**config.mk**
```make
export PLATFORM = sky130hd
export DESIGN_NAME = ssh_payload_classifier_unit_flat
export DESIGN_NICKNAME = d
export VERILOG_FILES = /design/src/rtl/spc_pkg.sv /design/src/rtl/spc_byte_if.sv /design/src/rtl/spc_result_if.sv /design/src/rtl/ssh_payload_classifier_unit.sv /design/src/rtl/spc_scan.sv /design/src/flat_wrapper.sv
export VERILOG_INCLUDE_DIRS = /design/src /design/src/rtl
export SDC_FILE = /design/constraint.sdc
export NUM_CORES = 1
export LEC_CHECK = 0
export ABC_AREA = 1
export BUFFER_PORTS_ARGS = -buffer_cell sky130_fd_sc_hd__buf_2
export CORE_AREA = 2 2 309 311
export DETAILED_ROUTE_END_ITERATION = 7
export DIE_AREA = 0 0 311 313
export PLACE_DENSITY_LB_ADDON = 0.1
export SETUP_SLACK_MARGIN = 0.05
export SYNTH_ARGS = -nofsm -noshare
export SYNTH_HDL_FRONTEND = slang
export SYNTH_SLANG_ARGS = --single-unit
```
**constraint.sdc**
```tcl
create_clock -name clk -period 8.7 [get_ports clk]
set_input_delay 0.87 -clock clk [delete_from_list [all_inputs] [get_ports clk]]
set_output_delay 0.87 -clock clk [all_outputs]
set_load 0.03 [all_outputs]
```
**src/rtl/assert_macros.svh**
```systemverilog
// assertion macros shared by the classifier rtl
// no dependencies; included by the modules that carry assertions
`ifndef ASSERT_MACROS_SVH
`define ASSERT_MACROS_SVH

// same-cycle implication, checked outside reset
`define SPC_ASSERT_IMPLY(lbl, clk, rstn, ante, cons) \
    lbl: assert property (@(posedge clk) disable iff (!(rstn)) (ante) |-> (cons)) \
        else $error("same-cycle implication failed");

// next-cycle implication, checked outside reset
`define SPC_ASSERT_NEXT(lbl, clk, rstn, ante, cons) \
    lbl: assert property (@(posedge clk) disable iff (!(rstn)) (ante) |=> (cons)) \
        else $error("next-cycle implication failed");

`endif

```
**src/rtl/spc_pkg.sv**
```systemverilog
// shared types and constants of the ssh payload classifier
// no dependencies; used by spc_result_if and all rtl modules
package spc_pkg;

    localparam int KIND_W  = 3;
    localparam int IDX_W   = 4;
    localparam int FIELD_W = 16;
    localparam int HDR_LEN = 6;
    // wide enough for a walk position plus a 32-bit list length plus 4
    localparam int WIDE_W  = 34;

    localparam logic [7:0] CHAR_S    = 8'h53;
    localparam logic [7:0] CHAR_H    = 8'h48;
    localparam logic [7:0] CHAR_DASH = 8'h2d;
    localparam logic [7:0] CHAR_LF   = 8'h0a;
    localparam logic [7:0] CHAR_CR   = 8'h0d;

    localparam logic [7:0] CODE_KEXINIT    = 8'd20;
    localparam logic [7:0] CODE_NEWKEYS    = 8'd21;
    localparam logic [7:0] CODE_RANGE_LO   = 8'd30;
    localparam logic [7:0] CODE_KNOWN_HI   = 8'd34;
    localparam logic [7:0] CODE_RANGE_HI   = 8'd49;

    typedef enum logic [KIND_W-1:0] {
        KIND_IDENT     = 3'd0,
        KIND_HANDSHAKE = 3'd1,
        KIND_KEXINIT   = 3'd2,
        KIND_ENCRYPTED = 3'd3,
        KIND_LIST      = 3'd4
    } kind_t;

    typedef struct packed {
        kind_t                result_kind;
        logic [7:0]           message_code;
        logic                 code_known;
        logic [31:0]          packet_length;
        logic [7:0]           padding_length;
        logic [31:0]          body_length;
        logic [IDX_W-1:0]     field_index;
        logic [FIELD_W-1:0]   field_offset;
        logic [FIELD_W-1:0]   field_length;
        logic                 first_kex_follows;
        logic                 last_result;
    } result_t;

    // classification of a finished payload plus the number of name lists to report
    typedef struct packed {
        result_t              res;
        logic [IDX_W-1:0]     entries;
    } verdict_t;

endpackage

```
**src/rtl/spc_byte_if.sv**
```systemverilog
// payload byte channel: valid/ready handshake with one byte and an end marker
// depends on nothing
interface spc_byte_if;
    logic       valid;
    logic       ready;
    logic [7:0] payload_byte;
    logic       last_byte;

    modport source (output valid, payload_byte, last_byte, input ready);
    modport sink   (input valid, payload_byte, last_byte, output ready);
endinterface

```
**src/rtl/spc_result_if.sv**
```systemverilog
// result channel: valid/ready handshake carrying one classification record
// depends on spc_pkg for field widths
interface spc_result_if;
    logic                          valid;
    logic                          ready;
    logic [spc_pkg::KIND_W-1:0]    result_kind;
    logic [7:0]                    message_code;
    logic                          code_known;
    logic [31:0]                   packet_length;
    logic [7:0]                    padding_length;
    logic [31:0]                   body_length;
    logic [spc_pkg::IDX_W-1:0]     field_index;
    logic [spc_pkg::FIELD_W-1:0]   field_offset;
    logic [spc_pkg::FIELD_W-1:0]   field_length;
    logic                          first_kex_follows;
    logic                          last_result;

    modport source (output valid, result_kind, message_code, code_known, packet_length,
                    padding_length, body_length, field_index, field_offset, field_length,
                    first_kex_follows, last_result, input ready);
    modport sink   (input valid, result_kind, message_code, code_known, packet_length,
                    padding_length, body_length, field_index, field_offset, field_length,
                    first_kex_follows, last_result, output ready);
endinterface

```
**src/rtl/ssh_payload_classifier_unit.sv**
```systemverilog
// top level of the ssh payload classifier: input register, scanner, result register
// depends on spc_pkg, spc_byte_if, spc_result_if, spc_scan and assert_macros.svh
//
// channel   dir   carries
// -------   ---   ----------------------------------------------------------
// stream    in    one payload byte per transaction, last_byte ends the payload
// report    out   one classification record per transaction, last_result ends it
//
// throughput: one byte per cycle while no name list entries are pending; the final byte is
//   scanned from the input register and its result is written to the result register
// a key exchange init stalls the scan while its reported name list entries are sent one
//   by one from the result register
// reset: rst_n clears all control and scan state at once; the name list store
//   is not cleared, it is only read at entries written during the same payload
// stalls: a full result register blocks only a final byte; ordinary bytes flow except while list entries are emitted
`include "assert_macros.svh"

module ssh_payload_classifier_unit #(
    parameter int PAYLOAD_LEN_BITS = 16,
    parameter int NAME_LIST_COUNT  = 10,
    parameter int COOKIE_BYTES     = 16
) (
    input  logic          clk,
    input  logic          rst_n,
    spc_byte_if.sink      stream,
    spc_result_if.source  report
);

    // input register
    logic        in_valid_reg, in_valid_next;
    logic [7:0]  in_byte_reg, in_byte_next;
    logic        in_last_reg, in_last_next;

    // result register and list entry sequencer
    logic                       out_valid_reg, out_valid_next;
    spc_pkg::result_t           out_data_reg, out_data_next;
    logic [spc_pkg::IDX_W-1:0]  emit_left_reg, emit_left_next;
    logic [spc_pkg::IDX_W-1:0]  emit_idx_reg, emit_idx_next;

    spc_pkg::verdict_t            verdict;
    logic [spc_pkg::FIELD_W-1:0]  rd_offset;
    logic [spc_pkg::FIELD_W-1:0]  rd_length;

    logic out_free;
    logic emitting;
    logic advance;
    logic in_take;

    assign out_free = !out_valid_reg || report.ready;
    assign emitting = (emit_left_reg != '0);
    // a final byte needs room in the result register, other bytes do not
    assign advance  = in_valid_reg && !emitting && (!in_last_reg || out_free);
    assign stream.ready = !in_valid_reg || advance;
    assign in_take  = stream.valid && stream.ready;

    // the store read is registered, so it is addressed with the next entry index
    spc_scan #(
        .CNT_W      (PAYLOAD_LEN_BITS),
        .LIST_COUNT (NAME_LIST_COUNT),
        .COOKIE     (COOKIE_BYTES)
    ) u_scan (
        .clk          (clk),
        .rst_n        (rst_n),
        .step         (advance),
        .payload_byte (in_byte_reg),
        .last_byte    (in_last_reg),
        .rd_index     (emit_idx_next),
        .verdict      (verdict),
        .rd_offset    (rd_offset),
        .rd_length    (rd_length)
    );

    always_comb
    begin
        in_valid_next = in_valid_reg;
        in_byte_next  = in_byte_reg;
        in_last_next  = in_last_reg;
        if (in_take)
        begin
            in_valid_next = 1'b1;
            in_byte_next  = stream.payload_byte;
            in_last_next  = stream.last_byte;
        end
        else if (advance)
        begin
            in_valid_next = 1'b0;
        end
    end

    always_comb
    begin
        out_valid_next = out_valid_reg;
        out_data_next  = out_data_reg;
        emit_left_next = emit_left_reg;
        emit_idx_next  = emit_idx_reg;
        if (advance && in_last_reg)
        begin
            // payload finished: headline record, then any name list entries
            out_valid_next = 1'b1;
            out_data_next  = verdict.res;
            emit_left_next = verdict.entries;
            emit_idx_next  = '0;
        end
        else if (emitting && out_free)
        begin
            out_valid_next             = 1'b1;
            out_data_next              = '0;
            out_data_next.result_kind  = spc_pkg::KIND_LIST;
            out_data_next.field_index  = emit_idx_reg;
            out_data_next.field_offset = rd_offset;
            out_data_next.field_length = rd_length;
            out_data_next.last_result  = (emit_left_reg == spc_pkg::IDX_W'(1));
            emit_left_next             = emit_left_reg - spc_pkg::IDX_W'(1);
            emit_idx_next              = emit_idx_reg + spc_pkg::IDX_W'(1);
        end
        else if (report.ready)
        begin
            out_valid_next = 1'b0;
        end
    end

    always_ff @(posedge clk or negedge rst_n)
    begin
        if (!rst_n)
        begin
            in_valid_reg  <= 1'b0;
            out_valid_reg <= 1'b0;
            emit_left_reg <= '0;
            emit_idx_reg  <= '0;
        end
        else
        begin
            in_valid_reg  <= in_valid_next;
            out_valid_reg <= out_valid_next;
            emit_left_reg <= emit_left_next;
            emit_idx_reg  <= emit_idx_next;
        end
    end

    // payload registers
    always_ff @(posedge clk)
    begin
        in_byte_reg  <= in_byte_next;
        in_last_reg  <= in_last_next;
        out_data_reg <= out_data_next;
    end

    assign report.valid             = out_valid_reg;
    assign report.result_kind       = out_data_reg.result_kind;
    assign report.message_code      = out_data_reg.message_code;
    assign report.code_known        = out_data_reg.code_known;
    assign report.packet_length     = out_data_reg.packet_length;
    assign report.padding_length    = out_data_reg.padding_length;
    assign report.body_length       = out_data_reg.body_length;
    assign report.field_index       = out_data_reg.field_index;
    assign report.field_offset      = out_data_reg.field_offset;
    assign report.field_length      = out_data_reg.field_length;
    assign report.first_kex_follows = out_data_reg.first_kex_follows;
    assign report.last_result       = out_data_reg.last_result;

    // pending list entries always sit behind a visible record
    `SPC_ASSERT_IMPLY(a_entries_behind_record, clk, rst_n, emitting, out_valid_reg)
    // the closing record of a payload leaves nothing queued
    `SPC_ASSERT_IMPLY(a_closing_record_drains, clk, rst_n,
        out_valid_reg && out_data_reg.last_result, emit_left_reg == '0)
    // an entry taken before the end is followed at once by the next entry
    `SPC_ASSERT_NEXT(a_entries_contiguous, clk, rst_n,
        out_valid_reg && report.ready && !out_data_reg.last_result
            && out_data_reg.result_kind == spc_pkg::KIND_LIST,
        out_valid_reg && out_data_reg.result_kind == spc_pkg::KIND_LIST)

endmodule

```
**src/rtl/spc_scan.sv**
```systemverilog
// per-byte payload scanner: header capture, name list walk and final verdict
// depends on spc_pkg and assert_macros.svh
`include "assert_macros.svh"

module spc_scan #(
    parameter int CNT_W      = 16,
    parameter int LIST_COUNT = 10,
    parameter int COOKIE     = 16
) (
    input  logic                         clk,
    input  logic                         rst_n,
    input  logic                         step,
    input  logic [7:0]                   payload_byte,
    input  logic                         last_byte,
    input  logic [spc_pkg::IDX_W-1:0]    rd_index,
    output spc_pkg::verdict_t            verdict,
    output logic [spc_pkg::FIELD_W-1:0]  rd_offset,
    output logic [spc_pkg::FIELD_W-1:0]  rd_length
);

    localparam int WALK_W = CNT_W + 1;
    localparam int SEL_W  = (LIST_COUNT > 1) ? $clog2(LIST_COUNT) : 1;
    localparam logic [CNT_W-1:0]  MAX_COUNT  = {CNT_W{1'b1}};
    localparam logic [WALK_W-1:0] WALK_CAP   = {1'b1, {CNT_W{1'b0}}};
    localparam logic [WALK_W-1:0] WALK_START = WALK_W'(spc_pkg::HDR_LEN + COOKIE);
    localparam logic [spc_pkg::IDX_W-1:0] LIST_MAX = spc_pkg::IDX_W'(LIST_COUNT);
    localparam int W = spc_pkg::WIDE_W;

    logic [CNT_W-1:0]           count_reg, count_next;
    logic [7:0]                 hdr_reg [spc_pkg::HDR_LEN];
    logic [7:0]                 hdr_next [spc_pkg::HDR_LEN];
    logic [7:0]                 prev_reg;
    logic [WALK_W-1:0]          walk_reg, walk_next;
    logic [31:0]                acc_reg, acc_next;
    logic [spc_pkg::IDX_W-1:0]  found_reg, found_next;
    logic [CNT_W-1:0]           last_off_reg, last_off_next;
    logic [7:0]                 flag_reg, flag_next;

    logic [spc_pkg::FIELD_W-1:0] off_mem [LIST_COUNT];
    logic [spc_pkg::FIELD_W-1:0] len_mem [LIST_COUNT];
    logic [spc_pkg::FIELD_W-1:0] rd_offset_reg;
    logic [spc_pkg::FIELD_W-1:0] rd_length_reg;

    logic                positioned;
    logic                walking;
    logic                in_win;
    logic                record;
    logic                flag_hit;
    logic [WALK_W-1:0]   pos_w;
    logic [WALK_W-1:0]   rel;
    logic [31:0]         acc_shift;
    logic [W-1:0]        nxt_wide;
    logic [WALK_W-1:0]   walk_capped;

    // per-byte state update
    always_comb
    begin
        positioned = (count_reg != MAX_COUNT);
        count_next = positioned ? count_reg + CNT_W'(1) : count_reg;
        for (int i = 0; i < spc_pkg::HDR_LEN; i++)
        begin
            hdr_next[i] = (positioned && count_reg == CNT_W'(i)) ? payload_byte : hdr_reg[i];
        end
        pos_w       = {1'b0, count_reg};
        walking     = (found_reg < LIST_MAX);
        rel         = pos_w - walk_reg;
        in_win      = walking && positioned && (pos_w >= walk_reg) && (rel < WALK_W'(4));
        record      = in_win && (rel == WALK_W'(3));
        acc_shift   = {acc_reg[23:0], payload_byte};
        nxt_wide    = W'(walk_reg) + W'(4) + W'(acc_shift);
        walk_capped = (nxt_wide > W'(WALK_CAP)) ? WALK_CAP : nxt_wide[WALK_W-1:0];
        flag_hit    = !walking && positioned && (pos_w == walk_reg);

        acc_next      = record ? 32'd0 : (in_win ? acc_shift : acc_reg);
        walk_next     = record ? walk_capped : walk_reg;
        found_next    = record ? found_reg + spc_pkg::IDX_W'(1) : found_reg;
        last_off_next = record ? walk_reg[CNT_W-1:0] : last_off_reg;
        flag_next     = flag_hit ? payload_byte : flag_reg;
    end

    // classification of the payload as it stands after this byte
    logic [W-1:0]               len_w;
    logic [31:0]                plen;
    logic [7:0]                 pad;
    logic [7:0]                 code;
    logic                       is_ident;
    logic                       code_ok;
    logic                       known;
    logic                       is_hs;
    logic                       is_kex;
    logic                       last_ok;
    logic [spc_pkg::IDX_W-1:0]  entries;
    logic                       fkf;
    logic [31:0]                text_len;
    logic [31:0]                body;

    always_comb
    begin
        len_w = W'(count_next);
        plen  = {hdr_next[0], hdr_next[1], hdr_next[2], hdr_next[3]};
        pad   = hdr_next[4];
        code  = hdr_next[5];

        is_ident = (count_next >= CNT_W'(5)) && (hdr_next[0] == spc_pkg::CHAR_S)
                   && (hdr_next[1] == spc_pkg::CHAR_S) && (hdr_next[2] == spc_pkg::CHAR_H)
                   && (hdr_next[3] == spc_pkg::CHAR_DASH) && (payload_byte == spc_pkg::CHAR_LF);
        text_len = 32'(count_next) - ((prev_reg == spc_pkg::CHAR_CR) ? 32'd2 : 32'd1);

        code_ok = code inside {spc_pkg::CODE_KEXINIT, spc_pkg::CODE_NEWKEYS,
                               [spc_pkg::CODE_RANGE_LO:spc_pkg::CODE_RANGE_HI]};
        known   = code inside {spc_pkg::CODE_KEXINIT, spc_pkg::CODE_NEWKEYS,
                               [spc_pkg::CODE_RANGE_LO:spc_pkg::CODE_KNOWN_HI]};
        is_hs   = (count_next >= CNT_W'(spc_pkg::HDR_LEN)) && (W'(plen) + W'(4) <= len_w)
                  && (32'(pad) <= plen) && code_ok;
        is_kex  = is_hs && (code == spc_pkg::CODE_KEXINIT);
        body    = (plen >= 32'(pad) + 32'd2) ? plen - 32'(pad) - 32'd2 : 32'd0;

        // lists run back to back, so only the most recent one can overrun the end
        last_ok = !record && (W'(last_off_reg) + W'(4) < len_w) && (W'(walk_reg) <= len_w);
        if (found_next == '0)
        begin
            entries = '0;
        end
        else if (last_ok)
        begin
            entries = found_next;
        end
        else
        begin
            entries = found_next - spc_pkg::IDX_W'(1);
        end
        fkf = (entries == LIST_MAX) && (W'(walk_reg) < len_w) && (flag_next != 8'd0);

        verdict = '0;
        if (is_ident)
        begin
            verdict.res.result_kind = spc_pkg::KIND_IDENT;
            verdict.res.body_length = text_len;
            verdict.res.last_result = 1'b1;
        end
        else if (is_hs)
        begin
            verdict.res.result_kind    = is_kex ? spc_pkg::KIND_KEXINIT : spc_pkg::KIND_HANDSHAKE;
            verdict.res.message_code   = code;
            verdict.res.code_known     = known;
            verdict.res.packet_length  = plen;
            verdict.res.padding_length = pad;
            verdict.res.body_length    = body;
            verdict.res.first_kex_follows = is_kex && fkf;
            verdict.res.last_result    = !(is_kex && entries != '0);
            verdict.entries            = is_kex ? entries : '0;
        end
        else
        begin
            verdict.res.result_kind = spc_pkg::KIND_ENCRYPTED;
            verdict.res.last_result = 1'b1;
        end
    end

    always_ff @(posedge clk or negedge rst_n)
    begin
        if (!rst_n)
        begin
            count_reg    <= '0;
            prev_reg     <= '0;
            walk_reg     <= WALK_START;
            acc_reg      <= '0;
            found_reg    <= '0;
            last_off_reg <= '0;
            flag_reg     <= '0;
            for (int i = 0; i < spc_pkg::HDR_LEN; i++)
            begin
                hdr_reg[i] <= '0;
            end
        end
        else if (step)
        begin
            if (last_byte)
            begin
                count_reg    <= '0;
                prev_reg     <= '0;
                walk_reg     <= WALK_START;
                acc_reg      <= '0;
                found_reg    <= '0;
                last_off_reg <= '0;
                flag_reg     <= '0;
                for (int i = 0; i < spc_pkg::HDR_LEN; i++)
                begin
                    hdr_reg[i] <= '0;
                end
            end
            else
            begin
                count_reg    <= count_next;
                prev_reg     <= payload_byte;
                walk_reg     <= walk_next;
                acc_reg      <= acc_next;
                found_reg    <= found_next;
                last_off_reg <= last_off_next;
                flag_reg     <= flag_next;
                for (int i = 0; i < spc_pkg::HDR_LEN; i++)
                begin
                    hdr_reg[i] <= hdr_next[i];
                end
            end
        end
    end

    // name list store, only read below the reported entry count
    // read data is registered: rd_index names the entry wanted in the next cycle
    always_ff @(posedge clk)
    begin
        if (step && record)
        begin
            off_mem[found_reg[SEL_W-1:0]] <= spc_pkg::FIELD_W'(walk_reg);
            len_mem[found_reg[SEL_W-1:0]] <= acc_shift[spc_pkg::FIELD_W-1:0];
        end
        rd_offset_reg <= off_mem[rd_index[SEL_W-1:0]];
        rd_length_reg <= len_mem[rd_index[SEL_W-1:0]];
    end

    assign rd_offset = rd_offset_reg;
    assign rd_length = rd_length_reg;

    `SPC_ASSERT_NEXT(a_state_clears_after_payload, clk, rst_n, step && last_byte,
        count_reg == '0 && found_reg == '0 && walk_reg == WALK_START)

endmodule

```
**src/flat_wrapper.sv**
```systemverilog
// flat-port wrapper written by rule: the top's interface ports become plain ports
module ssh_payload_classifier_unit_flat 
#(
    parameter int PAYLOAD_LEN_BITS = 16,
    parameter int NAME_LIST_COUNT  = 10,
    parameter int COOKIE_BYTES     = 16
)
  (clk, rst_n, stream_valid, stream_payload_byte, stream_last_byte, stream_ready, report_valid, report_result_kind, report_message_code, report_code_known, report_packet_length, report_padding_length, report_body_length, report_field_index, report_field_offset, report_field_length, report_first_kex_follows, report_last_result, report_ready);
  spc_byte_if stream_i ();
  spc_result_if report_i ();
  input  logic clk;
  input  logic rst_n;
  input wire logic [$bits(stream_i.valid)-1:0] stream_valid;
  input wire logic [$bits(stream_i.payload_byte)-1:0] stream_payload_byte;
  input wire logic [$bits(stream_i.last_byte)-1:0] stream_last_byte;
  output wire logic [$bits(stream_i.ready)-1:0] stream_ready;
  output wire logic [$bits(report_i.valid)-1:0] report_valid;
  output wire logic [$bits(report_i.result_kind)-1:0] report_result_kind;
  output wire logic [$bits(report_i.message_code)-1:0] report_message_code;
  output wire logic [$bits(report_i.code_known)-1:0] report_code_known;
  output wire logic [$bits(report_i.packet_length)-1:0] report_packet_length;
  output wire logic [$bits(report_i.padding_length)-1:0] report_padding_length;
  output wire logic [$bits(report_i.body_length)-1:0] report_body_length;
  output wire logic [$bits(report_i.field_index)-1:0] report_field_index;
  output wire logic [$bits(report_i.field_offset)-1:0] report_field_offset;
  output wire logic [$bits(report_i.field_length)-1:0] report_field_length;
  output wire logic [$bits(report_i.first_kex_follows)-1:0] report_first_kex_follows;
  output wire logic [$bits(report_i.last_result)-1:0] report_last_result;
  input wire logic [$bits(report_i.ready)-1:0] report_ready;
  assign stream_i.valid = stream_valid;
  assign stream_i.payload_byte = stream_payload_byte;
  assign stream_i.last_byte = stream_last_byte;
  assign stream_ready = stream_i.ready;
  assign report_valid = report_i.valid;
  assign report_result_kind = report_i.result_kind;
  assign report_message_code = report_i.message_code;
  assign report_code_known = report_i.code_known;
  assign report_packet_length = report_i.packet_length;
  assign report_padding_length = report_i.padding_length;
  assign report_body_length = report_i.body_length;
  assign report_field_index = report_i.field_index;
  assign report_field_offset = report_i.field_offset;
  assign report_field_length = report_i.field_length;
  assign report_first_kex_follows = report_i.first_kex_follows;
  assign report_last_result = report_i.last_result;
  assign report_i.ready = report_ready;
  ssh_payload_classifier_unit #(.PAYLOAD_LEN_BITS(PAYLOAD_LEN_BITS), .NAME_LIST_COUNT(NAME_LIST_COUNT), .COOKIE_BYTES(COOKIE_BYTES)) u_core (.clk(clk), .rst_n(rst_n), .stream(stream_i), .report(report_i));
endmodule
```
==> qor.csv <==
stage,metric,value,unit
outcome,outcome,"finished, final reports clean",
global_routing,grt_max_degree,86,
layout,drive_gt1_share,11.4,%
clocking,h-tree-depth,3,
clocking,cts_tree,yes,
detailed_routing,drt_iter0_markers,2039,
global_routing,met3_usage,3.35,%
detailed_routing,routed_wl,107000,um
setup_path,cp_max_fo,85,
synthesis,synth_edf_count,415,
synthesis,async_flop_share,23.8,%
setup_path,critical_path_class,flip-flop to flip-flop,
floorplanning,ios,137,
synthesis,synth_common_cells,"nand2_1 (596), nor2_1 (441), edfxtp_1 (415), inv_1 (406), o21ai_0 (224)",
global_routing,grt.overflow.total,0,
placed_design,dpl_cell_area,35000,um2
setup_path,r2r-start,u_core.in_last_reg,
setup_path,cp-end-kind,flip-flop,
layout,multi_input_area,13100,um2
clocking,cts_resized,0,
detailed_routing,via_per_inst,5.10,
power_and_ir_drop,power,15.1,mW
synthesis,ys_warn_count,0,
power_and_ir_drop,vdd_drop_max,0.263,mV
sta,max-slew-margin-rel,20.1,%
clocking,cts_setup_buffers,0,
layout,final_core_util,39.9,%
synthesis,synth_area_per_cell,9.30,um2
sta,fin_tns_setup,0,ns
sta,fmax,161,MHz
layout,nets,3844,
power_and_ir_drop,p_leak,16.4,nW
detailed_routing,ant_nets,0,
sta,grt_setup_unrepaired,no,
synthesis,yosysSeqAreaShare,53.9,%
setup_path,worst_r2r_endpoint,u_core.u_scan.rd_length[7],
global_routing,grt_busiest_layer,met2,
clocking,cts_root_buffer,clkbuf_16,
setup_path,crit_required,9.26,ns
clocking,ctsHoldBuffers,0,
placed_design,pre_cts_ws,2.51,ns
layout,syn_to_final_growth,15.0,%
floorplanning,num_rows,113,
setup_path,endpoint,u_core.u_scan.rd_length[7],
synthesis,synth.distinct_cells,59,
sta,setup_viol,0,
placed_design,port_buffers,136,
floorplanning,initial_utilization,34.7,%
synthesis,yosysTopAreaCell,edfxtp_1,
clocking,cts.path.max_buffers,3,
sta,maxSlewViolCount,0,
clocking,clock_sinks,634,
sta,layout_min_cycle_time,6.19,ns
power_and_ir_drop,power_density,401,nW/um2
synthesis,syn_inst,3515,
setup_path,critPathArrivalTime,6.76,ns
clocking,clock_latency,0.66,ns
clocking,cts_buffers,76,
synthesis,yosys.area.top_type_share,38.1,%
synthesis,synth.most_common_cell,nand2_1,
detailed_routing,dr.pass1.iters,5,
global_routing,antenna_found_initial,2,
global_routing,grtUsageMet2,35.4,%
synthesis,syn_area,32700,um2
detailed_routing,wl_per_cell,21.4,um
sta,max_slew.worst_pin.slew,1.19,ns
layout,nFillCells,9523,
floorplanning,core_area,94200,um2
sta,period_share,71.2,%
setup_path,worstSetupStartpoint,u_core.in_last_reg,
floorplanning,die_w,311,um
placed_design,place.gp.congestion,0.954,
detailed_routing,via_count,25500,
setup_path,reg2reg_depth,16,
floorplanning,design.die.area,97300,um2
sta,finalClockSkew,0.0453,ns
setup_path,cp-start-kind,flip-flop,
layout,seq_area,17600,um2
layout,fin_area,37600,um2
global_routing,grtUsageTotal,21.9,%
clocking,clk_pin_slew,0.06,ns
global_routing,grtUsageMet1,30.5,%
run,drv_cap,0,
sta,fin_ws,2.51,ns
worst_hold_path,hp-class,input pin to asynchronous set/reset pin,
synthesis,ys_seq_elements,634,
setup_path,r2r_slack,2.51,ns
global_routing,grt_pass1_wl,161000,um
placed_design,hpwl,71800,um
detailed_routing,post-route-drc-count,0,
synthesis,synthTopCellsByArea,"edfxtp_1 (38%), dfrtp_1 (11%), nand2_1 (6.8%)",
sta,hold_violations,0,
synthesis,synth_ff_type,edfxtp_1,
global_routing,grt_pass1_vias,25100,
floorplanning,chipHeight,313,um
[cell families after synthesis]
| kind of cell | count (synthesis) | share of synthesized area [%] |
|---|---|---|
| flip-flops | 634 | 53.9 |
| XOR/XNOR | 83 | 2.22 |
| AND/OR/NAND/NOR | 1449 | 19.4 |
| AO/OA/AOI/OAI | 616 | 11.1 |
| buffers and inverters | 548 | 6.51 |
| multiplexers | 32 | 0.980 |
| other | 1 | 0.0115 |
| adder cells (fa/ha/maj) | 152 | 5.93 |
[worst max-delay path, stage by stage (launching register included)]
cell	delay, ns
edfxtp_1	0.80
clkinv_1	0.70
nor2_1	0.38
nor2_4	0.06
buf_4	0.37
inv_2	0.11
buf_4	0.40
nor2_2	0.05
buf_4	0.24
inv_1	0.34
nand3_4	0.54
inv_4	0.87
buf_4	0.57
nor2_1	0.08
o32ai_1	0.22
o21ai_0	0.12
o22ai_1	0.14
[layer usage]
layer	share of wire (%)	vias up	wire [um]
met2	46	613	49200
met1	47	12400	50300
li1	-	12400	-
met5	0	-	0
met3	5.0	127	5390
met4	2.2	0	2340
[stage by stage]
stage,std cells,hold WS [ns]
floorplan,3531,0.425
global placement,4866,0.428
detailed placement,4866,0.434
CTS,5008,0.174
global route,5008,0.211
finish,5009,0.199
[placed cells by master, fill, tap and decap left out, drive strengths merged, types with 4 or more instances in the layout]
cell type | synthesis | layout
o21ai | 246 | 246
nand3b | 9 | 9
o211ai | 6 | 6
and2 | 6 | 6
xnor2 | 10 | 10
bufinv | 0 | 5
nand3 | 188 | 188
o41ai | 9 | 9
nand4 | 70 | 70
nor2 | 485 | 485
o22ai | 137 | 137
nor3 | 54 | 54
inv | 421 | 424
a21oi | 117 | 117
nor4 | 12 | 12
conb | 1 | 17
a22oi | 35 | 35
fa | 5 | 5
a211oi | 5 | 5
dfxtp | 68 | 68
dfrtp | 148 | 148
ha | 147 | 147
clkbuf | 99 | 111
o21a | 5 | 5
xor2 | 73 | 73
edfxtp | 415 | 415
buf | 25 | 194
mux2i | 32 | 32
o21bai | 5 | 5
or2 | 5 | 5
nand2 | 613 | 613
o31ai | 8 | 8
o32ai | 32 | 32
clkinv | 3 | 24
nor3b | 4 | 4
[where the power goes]
| group | leakage, nW | switching (mW) | total (mW) | internal, mW |
|---|---|---|---|---|
| logic | 8.41 | 5.22 | 7.55 | 2.33 |
| registers | 6.73 | 0.435 | 4.29 | 3.86 |
| clock network | 1.24 | 1.32 | 3.24 | 1.92 |
[layout make-up]
| class | instances | share of cell area [%] |
|---|---|---|
| flip-flops and latches | 634 | 46.8 |
| repair buffers | 194 | 2.99 |
| clock inverters | 31 | 0.965 |
| multi-input cells | 2349 | 34.9 |
| clock buffers | 111 | 5.84 |
| inverters | 424 | 4.25 |
| diodes | 1 | 0.00666 |
| well taps | 1265 | 4.21 |
[worst min path at each step]
stage | endpoint | slack, ns | cells after the start
6_report | u_core.u_scan.hdr_reg[28] | 0.20 | 1
3_5_place_dp | u_core.report.field_offset[4] | 0.43 | 2
2_1_floorplan | u_core.report.field_length[0] | 0.42 | 2
3_3_place_gp | u_core.report.field_offset[7] | 0.43 | 2
4_1_cts | u_core.u_scan.hdr_reg[28] | 0.17 | 1
5_1_grt | u_core.u_scan.hdr_reg[28] | 0.21 | 1
Power figures use the tool's default switching activity.
